==> src/rtl/core/hkvt_ram.sv <==
// Generic single-port-write, single-port-read RAM with registered read.
`timescale 1ns / 1ps
module hkvt_ram #(
  parameter int Width = 8,
  parameter int Depth = 16
) (
  input  logic                     clk,
  input  logic                     we,
  input  logic [$clog2(Depth)-1:0] waddr,
  input  logic [Width-1:0]         wdata,
  input  logic [$clog2(Depth)-1:0] raddr,
  output logic [Width-1:0]         rdata
);
  logic [Width-1:0] mem [Depth];

  always_ff @(posedge clk) begin
    if (we) begin
      mem[waddr] <= wdata;
    end
    rdata <= mem[raddr];
  end
endmodule

==> config.mk <==
export PLATFORM = sky130hd
export DESIGN_NAME = hkvt_ram
export DESIGN_NICKNAME = d
export VERILOG_FILES = /design/src/rtl/core/hkvt_ram.sv
export SDC_FILE = /design/constraint.sdc
export NUM_CORES = 1
export LEC_CHECK = 0
export ABC_AREA = 1
export BUFFER_PORTS_ARGS = -buffer_cell sky130_fd_sc_hd__buf_2
export CAP_MARGIN = 10
export CORE_MARGIN = 2
export CORE_UTILIZATION = 54
export DETAILED_ROUTE_END_ITERATION = 8
export PLACE_DENSITY = 0.71
export SLEW_MARGIN = 10
export SYNTH_ARGS = -nofsm -noshare
export SYNTH_HDL_FRONTEND = slang
export SYNTH_SLANG_ARGS = --single-unit
export TNS_END_PERCENT = 1
==> constraint.sdc <==
create_clock -name clk -period 3.05 [get_ports clk]
set_input_delay 0.4575 -clock clk [delete_from_list [all_inputs] [get_ports clk]]
set_output_delay 0.4575 -clock clk [all_outputs]
set_load 0.01 [all_outputs]
; ---- Word-level counts from Yosys, hierarchy flattened
; Memories as Yosys holds them, arrays and structs flattened. A register that Yosys moved wholly into a read port is not among the register bits.
; Index checks and enable logic that the tools add are counted.
[totals]
ff_bits = 0
latch_bits = 0
mem_bits_rw = 128
mem_bits_ro = 0
input_bits = 18
n_memories = 1
[op_classes]
addsub = 0
n_mul = 0
div_mod_pow = 0
magnitude_cmp = 0
eq_ne = 0
n_shift = 0
n_mux = 2
n_bitwise = 0
reduce_logical = 0
[memory_table]
columns = memory, words, word_bits, rd, rd_clocked_by_memory_dff, wr, line
row1 = mem, 16, 8, 1, 1, 1, 14  ; logic [Width-1:0] mem [Depth];
[op_table]
columns = op, count
row1 = $mux W1, 2

; ---- Longest topological paths before layout
[logic_depth]
depth_word = 2
ltp_mapped = 8

; ---- Least setup slack after synthesis
; No wires, ideal clock.
[synth_path]
path_type = in2reg
from = input waddr[2]
to = memory mem[10][0] (enable)
t_arrival_ns = 1.038
setup_slack_ns = 1.642
cell_stages = 2
n_path_buf = 0
cell_sequence = nand3b_1 > nor2_1
[synth_rtl]
columns = element, line
row1 = start: declaration, 9  ; input logic [$clog2(Depth)-1:0] waddr,
row2 = end: declaration, 14
; No word-level cell before the write port.

==> qor.csv <==
metric,value,unit
final cell count without fillers,721,
Resize count post-CTS,0,
crit path DAT,2.01,ns
Slew Limit Fails,0,
fmax,0.6273,GHz
Setup Viol. Count Final,0,
first-pass GRT wire length,19570,µm
IO Pins,26,
NumNets Final,591,
gpl congestion,0.7712,
met2 GRT Util,0.3910,
Comb pwr share,0.053,
initial antenna violation count,0,
crit share post-route,0.5227,
initial core utilization,0.5561,
Syn Area/Cell,10.47,µm²
Post CTS Setup Buffer Count,0,
Pint,3.770,mW
slew margin rel.,0.2535,
Synth Area in Adders,0,
reg2reg setup slack,1.96,ns
dpl cells,690,
Max H-tree Level,4,
RSZ-0062 raised after global routing,false,
R2R cell count,6,
Die Area,0.01152,mm²
hold_buf cts,0,
CTS max path bufs,2,
#FFs+latches synth,136,
maxcap violations,0,
post-synthesis xor/xnor area fraction,0,
RR Endpoint,rdata[6],
status,"complete, no violations",
Layout Utilization,0.6363,
Skew-Pair Late Insertion Delay,0.52,ns
worst endpoint required time,3.46,ns
Root Driver,clkbuf_8,
M1 GR Usage,0.3090,
Detailed Route WL,12720,µm
Mapped Area,0.005767,mm²
final setup TNS,0,ns
Num CTS Buffers,17,
Final Hold Viols,0,
NetSw,944.7,µW
Worst Hold End,rdata[4],
post-synthesis compound-gate area fraction,0,
fin crit period,1.594,ns
Routed Antenna Nets,0,
WS Path Type,input port to flip-flop,
syn nets,569,
Post-Syn Instances,551,
Die Span Y,107.3,µm
worst flop-to-flop path startpoint,mem[6][6],
largest net degree at the start of global routing,65,
DRC errors left,0,
CP endpoint kind,flip-flop,
ANT cells,0,
clk sinks,136,
GRT busiest layer,met2,
largest family of logic cells by synthesized area,simple AND/OR/NAND/NOR gates,
Wirelength per Cell,17.64,µm
sequential power share,0.446,
total power after layout,4.715,mW
fillcell total,842,
Synth Flop Type,edfxtp_1,
share of cells above drive strength 1,0.1026,
top-count cell post-synth,nand2_1,
GR Layer Usage met3,0.05387,
I/O Buffers,25,
Critical Path Fanout Max,64,
DPL Wire Length,7447,µm
asr flop ratio synth,0,
Max Clock Skew,0.007010,ns
startpoint types,input port,
PD cells,714.5,mW/mm²
Core ar.,0.01037,mm²
"Seq/Total Area, Yosys",0.6943,
hold path start,raddr[3],
Tot GR Track Use,0.2384,
"IR drop worst, VDD",550.3,µV
Setup crit start,raddr[0],
switch share,0.2004,
DRT Pass-1 Iters,5,
leakage,2.850,nW
Clock power frac,0.501,
via count,3766,
"Reg clk slew, reported paths",0.06,ns
GRT overflow,0,
Yosys cell types,12,
vias in the first global route,3589,
Synth area leader,edfxtp_1,
area fraction of the dominant cell type after synthesis,0.6665,
worst-margin pin slew,1.118,ns
vias per cell,5.223,
post-synthesis mux area share,0,
Hold Path Depth,3,
hold_ws,0.2991,ns
die width,107.3,µm
Post-synth EDFFs,128,
"Area growth, synth to finish",14.43,%
initial DRC count,342,
synth cell count leaders,"173 x nand2_1, 128 x edfxtp_1, 100 x inv_1",
CTS tree,built,
synth top area cells,"edfxtp_1 67%, nand2_1 11%, nand3_1 8.4%",
Yosys Warn Count,0,
Synth Area in Simple Gates,0.2105,
Site Rows,37,
HP Class,input port to flip-flop,
worst max path at each step:
| stage | end | slack, ns | cells after the start |
|---|---|---|---|
| detailed placement | rdata[6] | 0.97 | 7 |
| finish | rdata[2] | 1.46 | 7 |
| CTS | rdata[2] | 1.48 | 7 |
| global placement | rdata[6] | 0.95 | 7 |
| floorplan | mem[10][0] | 1.64 | 2 |
| global route | rdata[4] | 1.35 | 7 |
critical path: stages:
cell and delay [ns]:
buf_2 0.11, inv_2 0.80, nand2_1 0.15, nand3_1 0.12, nand3_1 0.15, nand3_1 0.14
nand2_1 0.07
power groups by stage:
stage                     Combinational, mW  Clock (mW)  Sequential, mW
after global placement                0.243           0            2.14
after global routing                  0.274        2.46            2.11
after floorplan                       0.147           0            2.14
after detailed placement              0.246           0            2.14
after CTS                             0.248        2.38            2.10
final                                 0.248        2.36            2.10
flip-flops by register name, indices dropped and copies added, names as in the netlist:
signal / cells
rdata: 8
mem: 128
per-layer routing:
metal | part of all wire | vias to the layer above | routed length (µm)
met5 | 0 | - | 0
met4 | 0.020 | 0 | 255
met1 | 0.41 | 1772 | 5221
met2 | 0.50 | 160 | 6325
li1 | - | 1815 | -
met3 | 0.072 | 19 | 917
cells by family after synthesis:
| logic type | after synthesis |
|---|---|
| buffers and inverters | 126 |
| AND/OR/NAND/NOR | 289 |
| flip-flops | 136 |
layout make-up:
| type | instances | area (µm²) | area share |
|---|---|---|---|
| sequential | 136 | 4004 | 0.6067 |
| inverter | 102 | 382.9 | 0.05802 |
| timing repair buffer | 27 | 140.1 | 0.02124 |
| multi-input combinational | 289 | 1214 | 0.1839 |
| tap | 136 | 170.2 | 0.02579 |
| clock inverter | 12 | 246.5 | 0.03735 |
| clock buffer | 19 | 441.7 | 0.06693 |
layout by cell type (no fill, tap or decap):
master and n:
clkbuf_16 16, nand3b_1 2, nor2_1 17, clkinv_2 1
inv_1 100, edfxtp_1 128, inv_2 2, buf_2 25
clkinv_4 1, dfxtp_1 8, clkinvlp_4 3, nand3_1 97
nand2_1 173, bufinv_16 7, clkbuf_8 3, buf_4 2
metrics by stage:
stage	area, µm²	setup WS, ns
finish	6599	1.456
global route	6599	1.348
CTS	6599	1.477
detailed placement	5911	0.9704
global placement	5911	0.9498
floorplan	5767	1.642
Power figures use the tool's default switching activity.
